==> src/hdl/clfp_pkg.sv <==
// Shared types, register map, error codes and character constants of the frame parser.
package clfp_pkg;

    localparam int AddrW = 4;

    typedef struct packed {
        logic [31:0] max_body_len;
        logic [7:0]  max_header_count;
        logic [15:0] max_line_len;
    } clfp_cfg_t;

    typedef struct packed {
        logic       valid;
        logic       kind;
        logic [7:0] body_byte;
        logic       last;
        logic [2:0] error_code;
    } clfp_result_t;

    localparam logic [31:0] MAX_BODY_LEN_RST     = 32'd16777216;
    localparam logic [7:0]  MAX_HEADER_COUNT_RST = 8'd32;
    localparam logic [15:0] MAX_LINE_LEN_RST     = 16'd8192;

    localparam logic [1:0] REG_MAX_BODY_LEN     = 2'd0;
    localparam logic [1:0] REG_MAX_HEADER_COUNT = 2'd1;
    localparam logic [1:0] REG_MAX_LINE_LEN     = 2'd2;

    localparam logic KIND_BODY  = 1'b0;
    localparam logic KIND_ERROR = 1'b1;

    localparam logic [2:0] ERR_MISSING_LF    = 3'd0;
    localparam logic [2:0] ERR_LINE_TOO_LONG = 3'd1;
    localparam logic [2:0] ERR_TOO_MANY_HDRS = 3'd2;
    localparam logic [2:0] ERR_BAD_LENGTH    = 3'd3;
    localparam logic [2:0] ERR_NO_LENGTH     = 3'd4;
    localparam logic [2:0] ERR_EMPTY_BODY    = 3'd5;
    localparam logic [2:0] ERR_EARLY_END     = 3'd6;

    localparam logic [7:0] CHAR_CR    = 8'h0D;
    localparam logic [7:0] CHAR_LF    = 8'h0A;
    localparam logic [7:0] CHAR_COLON = 8'h3A;
    localparam logic [7:0] CHAR_SPACE = 8'h20;
    localparam logic [7:0] CHAR_TAB   = 8'h09;
    localparam logic [7:0] CHAR_ZERO  = 8'h30;
    localparam logic [7:0] CHAR_NINE  = 8'h39;

    localparam logic [4:0] NAME_LEN = 5'd14;

    // Lower-case spelling of the length header name.
    function automatic logic [7:0] name_char(input logic [3:0] idx);
        logic [7:0] ch;
        case (idx)
            4'd0:    ch = "c";
            4'd1:    ch = "o";
            4'd2:    ch = "n";
            4'd3:    ch = "t";
            4'd4:    ch = "e";
            4'd5:    ch = "n";
            4'd6:    ch = "t";
            4'd7:    ch = "-";
            4'd8:    ch = "l";
            4'd9:    ch = "e";
            4'd10:   ch = "n";
            4'd11:   ch = "g";
            4'd12:   ch = "t";
            4'd13:   ch = "h";
            default: ch = 8'h00;
        endcase
        return ch;
    endfunction

    function automatic logic [7:0] to_lower(input logic [7:0] c);
        logic [7:0] r;
        r = c;
        if (c >= 8'h41 && c <= 8'h5A) begin
            r = c + 8'd32;
        end
        return r;
    endfunction

endpackage

==> src/hdl/clfp_cfg.sv <==
// Configuration register file of the frame parser behind an APB-style port.
module clfp_cfg
    import clfp_pkg::*;
(
    input  logic             aclk,
    input  logic             aresetn,
    input  logic             psel,
    input  logic             penable,
    input  logic             pwrite,
    input  logic [AddrW-1:0] paddr,
    input  logic [31:0]      pwdata,
    output logic [31:0]      prdata,
    output logic             pready,
    output clfp_cfg_t        cfg
);

    clfp_cfg_t  cfg_reg;
    logic       wr_en;
    logic [1:0] reg_idx;

    assign pready  = 1'b1;
    assign wr_en   = psel && penable && pwrite && pready;
    assign reg_idx = paddr[3:2];
    assign cfg     = cfg_reg;

    always_ff @(posedge aclk) begin
        if (!aresetn) begin
            cfg_reg.max_body_len     <= MAX_BODY_LEN_RST;
            cfg_reg.max_header_count <= MAX_HEADER_COUNT_RST;
            cfg_reg.max_line_len     <= MAX_LINE_LEN_RST;
        end else if (wr_en) begin
            case (reg_idx)
                REG_MAX_BODY_LEN:     cfg_reg.max_body_len     <= pwdata;
                REG_MAX_HEADER_COUNT: cfg_reg.max_header_count <= pwdata[7:0];
                REG_MAX_LINE_LEN:     cfg_reg.max_line_len     <= pwdata[15:0];
                default: ;
            endcase
        end
    end

    always_comb begin
        case (reg_idx)
            REG_MAX_BODY_LEN:     prdata = cfg_reg.max_body_len;
            REG_MAX_HEADER_COUNT: prdata = {24'd0, cfg_reg.max_header_count};
            REG_MAX_LINE_LEN:     prdata = {16'd0, cfg_reg.max_line_len};
            default:              prdata = 32'd0;
        endcase
    end

endmodule

==> src/hdl/clfp_deframer.sv <==
// Header and body tracking state with the per-beat next-state and result logic.
module clfp_deframer
    import clfp_pkg::*;
(
    input  logic         aclk,
    input  logic         aresetn,
    input  clfp_cfg_t    cfg,
    input  logic         in_accept,
    input  logic [7:0]   in_data,
    input  logic         in_eos,
    output clfp_result_t result
);

    typedef enum logic [1:0] {PH_HEADER, PH_BODY, PH_DEAD} phase_t;
    typedef enum logic [1:0] {VS_BLANKS, VS_DIGITS, VS_BAD} vstat_t;

    phase_t      phase_reg, phase_next;
    logic        cr_pending_reg, cr_pending_next;
    logic [16:0] line_length_reg, line_length_next;
    logic [8:0]  header_count_reg, header_count_next;
    logic [4:0]  name_pos_reg, name_pos_next;
    logic        name_match_reg, name_match_next;
    logic        colon_seen_reg, colon_seen_next;
    vstat_t      vstat_reg, vstat_next;
    logic [31:0] acc_reg, acc_next;
    logic        len_known_reg, len_known_next;
    logic [31:0] wanted_reg, wanted_next;
    logic [31:0] body_count_reg, body_count_next;

    logic [16:0] line_inc;
    logic [8:0]  hdr_inc;
    logic [31:0] body_inc;
    logic [35:0] acc_times_ten;
    logic        is_digit;
    logic        is_blank;
    logic        clear_line;
    logic        clear_frame;

    assign line_inc      = line_length_reg + 17'd1;
    assign hdr_inc       = header_count_reg + 9'd1;
    assign body_inc      = body_count_reg + 32'd1;
    assign is_digit      = (in_data >= CHAR_ZERO) && (in_data <= CHAR_NINE);
    assign is_blank      = (in_data == CHAR_SPACE) || (in_data == CHAR_TAB);
    assign acc_times_ten = {1'b0, acc_reg, 3'b000} + {3'b000, acc_reg, 1'b0}
                         + {32'd0, in_data[3:0]};

    always_comb begin
        phase_next        = phase_reg;
        cr_pending_next   = cr_pending_reg;
        line_length_next  = line_length_reg;
        header_count_next = header_count_reg;
        name_pos_next     = name_pos_reg;
        name_match_next   = name_match_reg;
        colon_seen_next   = colon_seen_reg;
        vstat_next        = vstat_reg;
        acc_next          = acc_reg;
        len_known_next    = len_known_reg;
        wanted_next       = wanted_reg;
        body_count_next   = body_count_reg;
        clear_line        = 1'b0;
        clear_frame       = 1'b0;
        result            = '0;

        case (phase_reg)
            PH_HEADER, PH_BODY: begin
                if (in_eos) begin
                    if (phase_reg == PH_BODY || cr_pending_reg || line_length_reg != 17'd0
                        || len_known_reg) begin
                        result.valid      = 1'b1;
                        result.kind       = KIND_ERROR;
                        result.error_code = ERR_EARLY_END;
                    end
                end else if (phase_reg == PH_BODY) begin
                    body_count_next  = body_inc;
                    result.valid     = 1'b1;
                    result.kind      = KIND_BODY;
                    result.body_byte = in_data;
                    if (body_inc == wanted_reg) begin
                        result.last = 1'b1;
                        clear_frame = 1'b1;
                    end
                end else if (cr_pending_reg) begin
                    cr_pending_next = 1'b0;
                    if (in_data != CHAR_LF) begin
                        result.valid      = 1'b1;
                        result.kind       = KIND_ERROR;
                        result.error_code = ERR_MISSING_LF;
                    end else if (line_length_reg == 17'd0) begin
                        if (!len_known_reg) begin
                            result.valid      = 1'b1;
                            result.kind       = KIND_ERROR;
                            result.error_code = ERR_NO_LENGTH;
                        end else if (wanted_reg == 32'd0) begin
                            result.valid      = 1'b1;
                            result.kind       = KIND_ERROR;
                            result.error_code = ERR_EMPTY_BODY;
                        end else begin
                            phase_next      = PH_BODY;
                            body_count_next = 32'd0;
                        end
                    end else begin
                        header_count_next = hdr_inc;
                        if (hdr_inc > {1'b0, cfg.max_header_count}) begin
                            result.valid      = 1'b1;
                            result.kind       = KIND_ERROR;
                            result.error_code = ERR_TOO_MANY_HDRS;
                        end else if (colon_seen_reg && name_match_reg
                                     && vstat_reg != VS_DIGITS) begin
                            result.valid      = 1'b1;
                            result.kind       = KIND_ERROR;
                            result.error_code = ERR_BAD_LENGTH;
                        end else begin
                            if (colon_seen_reg && name_match_reg) begin
                                wanted_next    = acc_reg;
                                len_known_next = 1'b1;
                            end
                            clear_line = 1'b1;
                        end
                    end
                end else if (in_data == CHAR_CR) begin
                    cr_pending_next = 1'b1;
                end else begin
                    line_length_next = line_inc;
                    if (line_inc > {1'b0, cfg.max_line_len}) begin
                        result.valid      = 1'b1;
                        result.kind       = KIND_ERROR;
                        result.error_code = ERR_LINE_TOO_LONG;
                    end else if (!colon_seen_reg) begin
                        if (in_data == CHAR_COLON) begin
                            colon_seen_next = 1'b1;
                            name_match_next = name_match_reg && (name_pos_reg == NAME_LEN);
                        end else if (name_pos_reg < NAME_LEN) begin
                            if (to_lower(in_data) != name_char(name_pos_reg[3:0])) begin
                                name_match_next = 1'b0;
                            end
                            name_pos_next = name_pos_reg + 5'd1;
                        end else begin
                            name_match_next = 1'b0;
                        end
                    end else if (name_match_reg && vstat_reg != VS_BAD
                                 && !(vstat_reg == VS_BLANKS && is_blank)) begin
                        if (!is_digit) begin
                            vstat_next = VS_BAD;
                        end else if (acc_times_ten > {4'd0, cfg.max_body_len}) begin
                            vstat_next = VS_BAD;
                        end else begin
                            acc_next   = acc_times_ten[31:0];
                            vstat_next = VS_DIGITS;
                        end
                    end
                end
            end
            default: ;
        endcase

        if (result.valid && result.kind == KIND_ERROR) begin
            phase_next = PH_DEAD;
        end

        if (clear_line || clear_frame) begin
            line_length_next = 17'd0;
            name_pos_next    = 5'd0;
            name_match_next  = 1'b1;
            colon_seen_next  = 1'b0;
            vstat_next       = VS_BLANKS;
            acc_next         = 32'd0;
        end
        if (clear_frame) begin
            phase_next        = PH_HEADER;
            cr_pending_next   = 1'b0;
            header_count_next = 9'd0;
            len_known_next    = 1'b0;
            wanted_next       = 32'd0;
            body_count_next   = 32'd0;
        end
    end

    always_ff @(posedge aclk) begin
        if (!aresetn) begin
            phase_reg        <= PH_HEADER;
            cr_pending_reg   <= 1'b0;
            line_length_reg  <= 17'd0;
            header_count_reg <= 9'd0;
            name_pos_reg     <= 5'd0;
            name_match_reg   <= 1'b1;
            colon_seen_reg   <= 1'b0;
            vstat_reg        <= VS_BLANKS;
            acc_reg          <= 32'd0;
            len_known_reg    <= 1'b0;
            wanted_reg       <= 32'd0;
            body_count_reg   <= 32'd0;
        end else if (in_accept) begin
            phase_reg        <= phase_next;
            cr_pending_reg   <= cr_pending_next;
            line_length_reg  <= line_length_next;
            header_count_reg <= header_count_next;
            name_pos_reg     <= name_pos_next;
            name_match_reg   <= name_match_next;
            colon_seen_reg   <= colon_seen_next;
            vstat_reg        <= vstat_next;
            acc_reg          <= acc_next;
            len_known_reg    <= len_known_next;
            wanted_reg       <= wanted_next;
            body_count_reg   <= body_count_next;
        end
    end

endmodule

==> src/hdl/clfp_out_reg.sv <==
// Output register that holds one result beat and frees the input side while it drains.
module clfp_out_reg
    import clfp_pkg::*;
(
    input  logic         aclk,
    input  logic         aresetn,
    input  logic         in_accept,
    input  clfp_result_t result,
    output logic         load_ok,
    output logic         m_tvalid,
    input  logic         m_tready,
    output logic [15:0]  m_tdata,
    output logic         m_tuser,
    output logic         m_tlast
);

    logic       valid_reg;
    logic       kind_reg;
    logic [7:0] byte_reg;
    logic       last_reg;
    logic [2:0] code_reg;

    assign load_ok  = !valid_reg || m_tready;
    assign m_tvalid = valid_reg;
    assign m_tdata  = {5'd0, code_reg, byte_reg};
    assign m_tuser  = kind_reg;
    assign m_tlast  = last_reg;

    always_ff @(posedge aclk) begin
        if (!aresetn) begin
            valid_reg <= 1'b0;
        end else if (in_accept) begin
            valid_reg <= result.valid;
        end else if (m_tready) begin
            valid_reg <= 1'b0;
        end
    end

    always_ff @(posedge aclk) begin
        if (in_accept) begin
            kind_reg <= result.kind;
            byte_reg <= result.body_byte;
            last_reg <= result.last;
            code_reg <= result.error_code;
        end
    end

endmodule

==> src/hdl/content_length_frame_parser.sv <==
// Top level of the Content-Length frame parser: configuration, deframer and output register.
//
//   Channel  Ports                 Direction  Carries
//   input    s_tvalid/s_tready...  in         tdata[7:0] data, tuser end_of_stream
//   result   m_tvalid/m_tready...  out        tdata[7:0] body_byte, tdata[10:8] error_code,
//                                             tuser kind, tlast last
//   config   psel/penable/...      in         max_body_len 0x0, max_header_count 0x4,
//                                             max_line_len 0x8
//
// One beat per cycle unless stalled; its result is in the output register the next cycle.
// The deframer state and the output register both update at the accepting edge.
// A waiting result stalls input only when the output register is full and not taken.
// Reset is synchronous and returns the parser to the header phase with default limits.
module content_length_frame_parser
    import clfp_pkg::*;
(
    input  logic             aclk,
    input  logic             aresetn,
    input  logic             s_tvalid,
    output logic             s_tready,
    input  logic [7:0]       s_tdata,   // [7:0] data
    input  logic             s_tuser,   // [0] end_of_stream
    output logic             m_tvalid,
    input  logic             m_tready,
    output logic [15:0]      m_tdata,   // [7:0] body_byte, [10:8] error_code
    output logic             m_tuser,   // [0] kind
    output logic             m_tlast,
    input  logic             psel,
    input  logic             penable,
    input  logic             pwrite,
    input  logic [AddrW-1:0] paddr,
    input  logic [31:0]      pwdata,
    output logic [31:0]      prdata,
    output logic             pready
);

    clfp_cfg_t    cfg;
    clfp_result_t result;
    logic         load_ok;
    logic         in_accept;

    assign s_tready  = load_ok;
    assign in_accept = s_tvalid && s_tready;

    clfp_cfg u_cfg (
        .aclk    (aclk),
        .aresetn (aresetn),
        .psel    (psel),
        .penable (penable),
        .pwrite  (pwrite),
        .paddr   (paddr),
        .pwdata  (pwdata),
        .prdata  (prdata),
        .pready  (pready),
        .cfg     (cfg)
    );

    clfp_deframer u_deframer (
        .aclk      (aclk),
        .aresetn   (aresetn),
        .cfg       (cfg),
        .in_accept (in_accept),
        .in_data   (s_tdata),
        .in_eos    (s_tuser),
        .result    (result)
    );

    clfp_out_reg u_out_reg (
        .aclk      (aclk),
        .aresetn   (aresetn),
        .in_accept (in_accept),
        .result    (result),
        .load_ok   (load_ok),
        .m_tvalid  (m_tvalid),
        .m_tready  (m_tready),
        .m_tdata   (m_tdata),
        .m_tuser   (m_tuser),
        .m_tlast   (m_tlast)
    );

endmodule

==> config.mk <==
export PLATFORM = sky130hd
export DESIGN_NAME = content_length_frame_parser
export DESIGN_NICKNAME = d
export VERILOG_FILES = /design/src/hdl/clfp_pkg.sv /design/src/hdl/clfp_cfg.sv /design/src/hdl/clfp_deframer.sv /design/src/hdl/clfp_out_reg.sv /design/src/hdl/content_length_frame_parser.sv
export SDC_FILE = /design/constraint.sdc
export NUM_CORES = 1
export LEC_CHECK = 0
export ABC_AREA = 1
export BUFFER_PORTS_ARGS = -buffer_cell sky130_fd_sc_hd__buf_4
export CAP_MARGIN = 5
export CORE_MARGIN = 5
export CORE_UTILIZATION = 62
export CTS_CLUSTER_DIAMETER = 150
export CTS_CLUSTER_SIZE = 10
export DETAILED_ROUTE_END_ITERATION = 6
export HOLD_SLACK_MARGIN = 0.05
export PLACE_DENSITY = 0.87
export SLEW_MARGIN = 5
export SYNTH_ARGS = -nofsm -noshare
export SYNTH_HDL_FRONTEND = slang
export SYNTH_SLANG_ARGS = --single-unit
==> constraint.sdc <==
create_clock -name aclk -period 6 [get_ports aclk]
set_input_delay 1.2 -clock aclk [delete_from_list [all_inputs] [get_ports aclk]]
set_output_delay 1.2 -clock aclk [all_outputs]
set_load 0.02 [all_outputs]
==> results of run 1 <==
==> cells in the mapped netlist (3+ instances only) <==
library cell    n
nor2_1        234
o21a_1          3
xnor2_1        18
a31oi_1         7
a21oi_1       211
o21ai_1         4
a211oi_1       15
and2_1          3
o22ai_1         8
nand2_4         5
nor3_1         22
dfxtp_1       199
a21o_1          4
nand3b_1       13
nand2_2         9
edfxtp_1       13
clkbuf_1       47
xor2_1         41
o211ai_1       11
nor2_2          4
inv_2           6
clkinv_1        5
nand3_2         6
buf_6           8
o21bai_1        7
o21ai_0       102
buf_4           6
inv_1         273
o221ai_1        9
nor2_4          5
nand4_1        58
buf_2          15
ha_1          133
nor4_1         17
nand2_1       622
nand3_1       148
==> layer usage <==
metal / vias to the layer above / wire length (microns) / GRT usage / share of wire
met5: - / 0 / 0 / 0
met4: 0 / 2000 / 0.120 / 0.046
met3: 128 / 2550 / 0.0334 / 0.059
met2: 546 / 20600 / 0.517 / 0.48
met1: 7070 / 17700 / 0.368 / 0.41
li1: 7766 / - / - / -
==> layout make-up <==
| type | count | share of cell area |
|---|---|---|
| well taps | 324 | 0.0240 |
| clock inverters | 2 | 0.00171 |
| repair buffers | 119 | 0.0545 |
| inverters | 284 | 0.0633 |
| clock buffers | 28 | 0.0378 |
| flip-flops and latches | 212 | 0.259 |
| multi-input cells | 1749 | 0.559 |
==> worst max-delay path: cells and delay by family <==
kind	cells	cell delay, ps
buffers and inverters	5	630
and+or+nand+nor	17	1320
AOI/OAI and AO/OA	6	1250
adders and majority gates	3	1270
xor gates and xnor gates	1	190
==> power breakdown <==
group / internal (mW) / switching, mW
Combinational: 0.0935 / 0.177
Sequential: 1.45 / 0.0128
Clock: 0.746 / 0.583
==> metrics by stage <==
stage	cells	worst slack, ps	power [mW]	util
after floorplan	2321	853	1.67	-
after global placement	2688	168	1.75	0.668
after detailed placement	2688	76.2	1.76	0.668
after CTS	2718	583	3.07	0.696
after global routing	2718	122	3.17	0.696
final	2718	492	3.06	0.696
==> cell families after synthesis <==
group | count (synthesis) | synth area share
XOR/XNOR | 60 | 0.0355
adder cells (fa/ha/maj) | 135 | 0.112
buffers and inverters | 360 | 0.0953
AND/OR/NAND/NOR | 1155 | 0.328
flip-flops | 212 | 0.287
AO/OA/AOI/OAI | 393 | 0.142
other | 2 | 0.000493
==> how the worst max path moves through the flow <==
| stage | startpoint | end |
|---|---|---|
| floorplan | s_tdata[3] | u_deframer.acc_reg[21]$_SDFFE_PN0P_ |
| finish | s_tdata[3] | u_deframer.acc_reg[28]$_SDFFE_PN0P_ |
| global placement | s_tdata[3] | u_deframer.acc_reg[20]$_SDFFE_PN0P_ |
| detailed placement | s_tdata[3] | u_deframer.acc_reg[8]$_SDFFE_PN0P_ |
| CTS | s_tdata[3] | u_deframer.acc_reg[28]$_SDFFE_PN0P_ |
| global route | s_tdata[3] | u_deframer.acc_reg[20]$_SDFFE_PN0P_ |
==> qor.csv, run 1 <==
metric,value,unit
antenna_cells,0,
end_kind,flip-flop,
period_needed,5510,ps
fin_hold_ws,472,ps
start_kind,input pin,
yosys.area.top_type,dfxtp_1,
cpMostUsedCell,nand2_1,
die_w,167,microns
postCtsSetupBuffers,0,
drc_errors,0,
ys.flop_type,dfxtp_1,
yosys_warnings,0,
syn_area,15200,sq um
final_common_cell,nand2_1,
clockBufferDepth,3,
drt-total-wl,42.9,mm
setup_tns,0,ps
numClockSinks,212,
fin_area,16900,sq um
syn-instance-count,2317,
min_to,u_deframer.name_pos_reg[4]$_SDFFE_PN0N_,
fillCellCount,2105,
ctsResizeCount,0,
clkTransAtPathRegs,50,ps
layout_common_cells,"nand2_1 (622), inv_1 (273), nor2_1 (233)",
r2r-end,u_deframer.acc_reg[28]$_SDFFE_PN0P_,
fin_worst_skew,12.3,ps
fp.dieH,167,microns
dp_hpwl,32.5,mm
synthTopCellsByArea,"dfxtp_1 (26%), nand2_1 (15%), ha_1 (11%), a21oi_1 (6.9%), inv_1 (6.7%)",
htree_levels,1,
drtPass1Iterations,6,
grt_pass1_vias,14600,
vias,15500,
rsz0062_at_grt,false,
avgSynthCellArea,6.58,sq um
grt_overflow,0,
cpMaxStageDelayCell,fa_1,
required,6380,ps
wire_per_inst,15.8,microns
fin_nets,2578,
dpl_cell_area,16200,sq um
cts_buffers,25,
viasPerCell,5.71,
hold_violations,0,
worstMarginPinSlew,1130,ps
areaGrowthSynthToFinish,10.6,%
ys_ff_latch,212,
finalSetupViolCount,0,
multi_input_area,9440,sq um
holdCritStartpoint,u_deframer.name_pos_reg[4]$_SDFFE_PN0N_,
core,24200,sq um
grt.total_usage,0.294,
fmax,182,MHz
portBuffers,96,
period_share,0.918,
first_iter_violations,1267,
hold_path.class,flip-flop to flip-flop,
largest_reg_flops,56,
path_max_fanout,24,
crit_type,input pin to flip-flop,
holdPathStages,2,
worst_skew_pair.late_latency,530,ps
synthArstFlopShare,0,
slowest_delay,520,ps
ys_seq_area_frac,0.287,
leakage,7.67,nW
drive_gt1_frac,0.0798,
root_buffer,clkbuf_16,
grt_pass1_wl,69.6,mm
gp_congestion,0.976,
ys_types,54,
arrival,5880,ps
cts_tree,yes,
dieArea,27800,sq um
synth-edff-count,13,
worstRegToRegCells,31,
r2r_setup_slack,900,ps
antenna_found_initial,0,
num_rows,57,
cts_hold_buf,0,
drv_slew,0,
start_util,0.629,
drtAntennaViolNets,0,
io_pins,105,
grt_max_degree,95,
status,"complete, no violations",
r2r-start,u_deframer.acc_reg[0]$_SDFFE_PN0P_,
ff_latch_area,4370,sq um
synth.top_cell.area_share,0.261,
power_per_cell_area,182,nW/um^2
maxCapViolCount,0,
relSlewSlack,0.246,
ir_drop,0.000198,V
Note: power is estimated with default switching activity, not from simulation.
==> inputs of run 2 (changes only) <==
--- a/config.mk
+++ b/config.mk
@@ -9,12 +9,13 @@
 export BUFFER_PORTS_ARGS = -buffer_cell sky130_fd_sc_hd__buf_4
 export CAP_MARGIN = 5
 export CORE_MARGIN = 5
-export CORE_UTILIZATION = 62
+export CORE_UTILIZATION = 64
+export CTS_BUF_LIST = sky130_fd_sc_hd__clkbuf_8
 export CTS_CLUSTER_DIAMETER = 150
 export CTS_CLUSTER_SIZE = 10
 export DETAILED_ROUTE_END_ITERATION = 6
 export HOLD_SLACK_MARGIN = 0.05
-export PLACE_DENSITY = 0.87
+export PLACE_DENSITY = 0.9
 export SLEW_MARGIN = 5
 export SYNTH_ARGS = -nofsm -noshare
 export SYNTH_HDL_FRONTEND = slang
==> qor.csv, run 2 (synthesized netlist as in run 1, its figures left out) <==
metric,value,unit
status,"complete, no violations",
start_util,0.649,
end_kind,flip-flop,
core,23500,sq um
seq_power_share,0.553,
layout_common_cells,"nand2_1 (622), inv_1 (276), nor2_1 (233)",
drv_slew,0,
dp_hpwl,33.2,mm
pre_cts_ws,-8.71,ps
period_share,0.918,
drc_errors,0,
stdcell_count,2716,
rsz0062_at_grt,false,
drive_gt1_frac,0.0809,
die_w,164,microns
power_switching_share,0.272,
fin_ws,492,ps
hold_path.class,flip-flop to flip-flop,
htree_levels,1,
areaGrowthSynthToFinish,8.84,%
drt-total-wl,43.3,mm
fp.dieH,164,microns
dieArea,27000,sq um
antenna_cells,0,
viasPerCell,5.75,
power_switching,0.718,mW
period_needed,5510,ps
first_iter_violations,1748,
clockBufferDepth,3,
power_per_cell_area,159,nW/um^2
p_int,1.92,mW
leakage,7.57,nW
finalSetupViolCount,0,
final_core_util,0.707,
worstRegToRegCells,32,
largest_reg_flops,56,
fin_worst_skew,31.3,ps
cts_tree,yes,
relSlewSlack,0.263,
power_frac_comb,0.103,
fillCellCount,1982,
worst_skew_pair.late_latency,580,ps
grt_max_degree,81,
wire_per_inst,16.0,microns
antenna_found_initial,0,
cpMaxStageDelayCell,fa_1,
start_kind,input pin,
grt_pass1_vias,14800,
cts_buffers,25,
holdPathStages,2,
numClockSinks,212,
io_pins,105,
hold_violations,0,
root_buffer,clkbuf_8,
cts_hold_buf,0,
fin_hold_ws,493,ps
drtAntennaViolNets,0,
grt_overflow,0,
grt.total_usage,0.315,
drtPass1Iterations,6,
clkTransAtPathRegs,80,ps
arrival,5920,ps
grt_pass1_wl,70.7,mm
fmax,182,MHz
vias,15600,
gp_congestion,0.982,
clock_power_share,0.344,
slowest_delay,540,ps
crit_type,input pin to flip-flop,
total_power,2.64,mW
placed_cells,2686,
ctsResizeCount,0,
ir_drop,0.000172,V
postCtsSetupBuffers,0,
final_common_cell,nand2_1,
portBuffers,96,
worstMarginPinSlew,1100,ps
maxCapViolCount,0,
path_max_fanout,24,
required,6410,ps
num_rows,56,
cpMostUsedCell,nand2_1,
fin_nets,2581,
## run 2: cell count changes in the layout (fill, tap and decap cells not counted), sizes merged
cell,delta
buf,+3
clkbuf,-3
inv,+3
## run 2: layout make-up
| cell class | instances | area, sq um | share of cell area |
|---|---|---|---|
| sequential | 212 | 4370 | 0.264 |
| inverter | 284 | 1070 | 0.0643 |
| multi-input combinational | 1749 | 9440 | 0.569 |
| clock buffer | 25 | 344 | 0.0207 |
| tap | 319 | 399 | 0.0241 |
| clock inverter | 5 | 31.3 | 0.00189 |
| timing repair buffer | 122 | 941 | 0.0567 |
## run 2: routing by layer
layer / part of all wire / vias up / track usage
li1: - / 7768 / -
met1: 0.42 / 7181 / 0.397
met2: 0.48 / 543 / 0.550
met3: 0.058 / 112 / 0.0314
met4: 0.045 / 0 / 0.132
met5: 0 / - / 0
## run 2: power by group through the flow
stage | Combinational (mW) | Sequential (mW) | Clock [mW]
after floorplan | 0.171 | 1.50 | 0
after global placement | 0.257 | 1.49 | 0
after detailed placement | 0.266 | 1.49 | 0
after CTS | 0.268 | 1.46 | 0.918
after global routing | 0.302 | 1.46 | 0.968
final | 0.272 | 1.46 | 0.906
## run 2: path summary, 6_finish.rpt
kind / from / slack (ps) / to
worst max register to register: u_deframer.acc_reg[0]$_SDFFE_PN0P_ / 850 / u_deframer.acc_reg[15]$_SDFFE_PN0P_
worst min-delay path: u_deframer.wanted_reg[16]$_SDFFE_PN0P_ / 490 / u_deframer.wanted_reg[16]$_SDFFE_PN0P_
worst min register to register: u_deframer.wanted_reg[16]$_SDFFE_PN0P_ / 490 / u_deframer.wanted_reg[16]$_SDFFE_PN0P_
worst max-delay path: s_tdata[3] / 490 / u_deframer.acc_reg[15]$_SDFFE_PN0P_
## run 2: worst max-delay path, delay by kind of cell
kind                       cells  cell delay (ps)
xor gates and xnor gates       1              110
AOI/OAI and AO/OA              4              740
buffers and inverters          7              940
adders and majority gates      3             1300
and+or+nand+nor               18             1610
## run 2: stage by stage
stage                     setup TNS (ps)  cell area, sq um
after floorplan                        0             15300
after global placement                 0             16200
after detailed placement           -8.71             16200
after CTS                              0             16600
after global routing                   0             16600
final                                  0             16600
==> inputs of run 3 (changes only) <==
--- a/config.mk
+++ b/config.mk
@@ -9,13 +9,13 @@
 export BUFFER_PORTS_ARGS = -buffer_cell sky130_fd_sc_hd__buf_4
 export CAP_MARGIN = 5
 export CORE_MARGIN = 5
-export CORE_UTILIZATION = 64
+export CORE_UTILIZATION = 57
 export CTS_BUF_LIST = sky130_fd_sc_hd__clkbuf_8
 export CTS_CLUSTER_DIAMETER = 150
 export CTS_CLUSTER_SIZE = 10
 export DETAILED_ROUTE_END_ITERATION = 6
 export HOLD_SLACK_MARGIN = 0.05
-export PLACE_DENSITY = 0.9
+export PLACE_DENSITY = 0.85
 export SLEW_MARGIN = 5
 export SYNTH_ARGS = -nofsm -noshare
 export SYNTH_HDL_FRONTEND = slang
==> constraint.sdc (replaced) <==
create_clock -name aclk -period 4.52 [get_ports aclk]
set_input_delay 0.904 -clock aclk [delete_from_list [all_inputs] [get_ports aclk]]
set_output_delay 0.904 -clock aclk [all_outputs]
set_load 0.02 [all_outputs]
==> qor.csv, run 3 (synthesized netlist as in run 1, its figures left out) <==
metric,value,unit
fin_area,17400,sq um
cpMaxStageDelayCell,fa_2,
relSlewSlack,0.263,
min_to,u_deframer.name_pos_reg[4]$_SDFFE_PN0N_,
hold_violations,0,
dpl_cell_area,16600,sq um
viasPerCell,5.63,
drtPass1Iterations,6,
vias,15700,
holdCritStartpoint,u_deframer.name_pos_reg[4]$_SDFFE_PN0N_,
drc_errors,0,
htree_levels,1,
core,26200,sq um
ir_drop,0.000230,V
numClockSinks,212,
leakage,7.94,nW
drv_slew,0,
path_max_fanout,17,
power_per_cell_area,203,nW/um^2
cts_tree,yes,
grt.total_usage,0.281,
clkTransAtPathRegs,80,ps
fin_nets,2631,
antenna_cells,0,
power_switching_share,0.273,
crit_buf_inv,6,
seq_power_share,0.549,
drtAntennaViolNets,0,
cpMostUsedCell,nand2_1,
cp_top_family,simple AND/OR/NAND/NOR gates,
wire_per_inst,16.0,microns
slowest_delay,460,ps
dieArea,30100,sq um
largest_reg_flops,56,
period_share,1.02,
start_util,0.582,
status,"complete, but fails checks",
r2r-start,u_deframer.acc_reg[0]$_SDFFE_PN0P_,
r2r_setup_slack,-50,ps
portBuffers,96,
io_pins,105,
violations,setup timing,
first_iter_violations,1373,
arrival,5020,ps
worstMarginPinSlew,1100,ps
grt_max_degree,95,
die_w,174,microns
layout_common_cells,"nand2_1 (596), inv_1 (274), nor2_1 (232)",
maxCapViolCount,0,
start_kind,input pin,
clock_power_share,0.343,
placed_cells,2740,
fillCellCount,2329,
finalSetupViolCount,33,
cts_hold_buf,0,
p_int,2.56,mW
grt_pass1_vias,14800,
power_switching,0.964,mW
final_core_util,0.664,
cp_num_cells,32,
drive_gt1_frac,0.126,
total_power,3.53,mW
hold_path.class,flip-flop to flip-flop,
root_buffer,clkbuf_8,
power_frac_comb,0.107,
drt-total-wl,44.6,mm
antenna_found_initial,0,
areaGrowthSynthToFinish,14.2,%
worst_skew_pair.late_latency,570,ps
r2r-end,u_deframer.acc_reg[19]$_SDFFE_PN0P_,
final_common_cell,nand2_1,
end_kind,flip-flop,
gp_congestion,0.973,
period_needed,4620,ps
worstRegToRegCells,33,
crit_type,input pin to flip-flop,
fmax,216,MHz
fin_worst_skew,26.5,ps
fin_ws,-102,ps
grt_pass1_wl,71.7,mm
grt_overflow,0,
fp.dieH,174,microns
dp_hpwl,33.9,mm
rsz0062_at_grt,true,
required,4920,ps
stdcell_count,2782,
clockBufferDepth,3,
holdPathStages,2,
num_rows,59,
cts_buffers,25,
==> run 3: power by group through the flow <==
stage | Sequential [mW] | Combinational, mW | Clock [mW]
after floorplan | 1.99 | 0.228 | 0
after global placement | 1.98 | 0.349 | 0
after detailed placement | 1.98 | 0.360 | 0
after CTS | 1.94 | 0.370 | 1.22
after global routing | 1.94 | 0.420 | 1.30
final | 1.94 | 0.379 | 1.21
==> run 3: per-stage QoR <==
step | setup TNS (ps) | setup WS (ps) | hold slack [ps]
2_1_floorplan | 0 | 12.2 | 445
3_3_place_gp | -20640 | -637 | 466
3_5_place_dp | -24530 | -756 | 471
4_1_cts | 0 | 6.70 | 483
5_1_grt | -7910 | -267 | 516
6_report | -2020 | -102 | 484
==> run 3: cell type report <==
| type | count | area [sq um] | area share |
|---|---|---|---|
| Multi-Input combinational cell | 1749 | 9780 | 0.561 |
| Clock buffer | 25 | 344 | 0.0198 |
| Inverter | 284 | 1070 | 0.0613 |
| Timing Repair Buffer | 172 | 1400 | 0.0803 |
| Clock inverter | 5 | 31.3 | 0.00180 |
| Tap cell | 335 | 419 | 0.0241 |
| Sequential cell | 212 | 4380 | 0.251 |
==> run 3: metal layers <==
layer / track usage / wire length [microns] / up-vias
met5: 0 / 0 / -
li1: - / - / 7866
met3: 0.0299 / 2450 / 111
met2: 0.489 / 21500 / 495
met4: 0.109 / 1960 / 0
met1: 0.357 / 18700 / 7194
==> run 3: how the worst max path moves through the flow <==
stage	slack [ps]	to	startpoint
4_1_cts	7	u_deframer.acc_reg[7]$_SDFFE_PN0P_	s_tdata[3]
5_1_grt	-270	u_deframer.acc_reg[19]$_SDFFE_PN0P_	s_tdata[3]
3_5_place_dp	-760	u_deframer.acc_reg[20]$_SDFFE_PN0P_	s_tdata[3]
3_3_place_gp	-640	u_deframer.acc_reg[29]$_SDFFE_PN0P_	s_tdata[3]
6_report	-100	u_deframer.acc_reg[19]$_SDFFE_PN0P_	s_tdata[3]
2_1_floorplan	10	u_deframer.acc_reg[4]$_SDFFE_PN0P_	s_tdata[3]
==> run 3: repair_timing <==
item | in CTS | in global routing
setup endpoints to repair | 32 | 38
buffers inserted | 5 | 5
pin swaps | 28 | 27
resized for setup | 30 | 49
hold endpoints to repair | 0 | 0
gates cloned | 1 | 1
==> run 3: tightest hold or removal path, delay by kind of cell (launching register included) <==
kind / cells / cell delay (ps)
flops: 1 / 310
buf+inv: 1 / 70
compound gates: 1 / 70
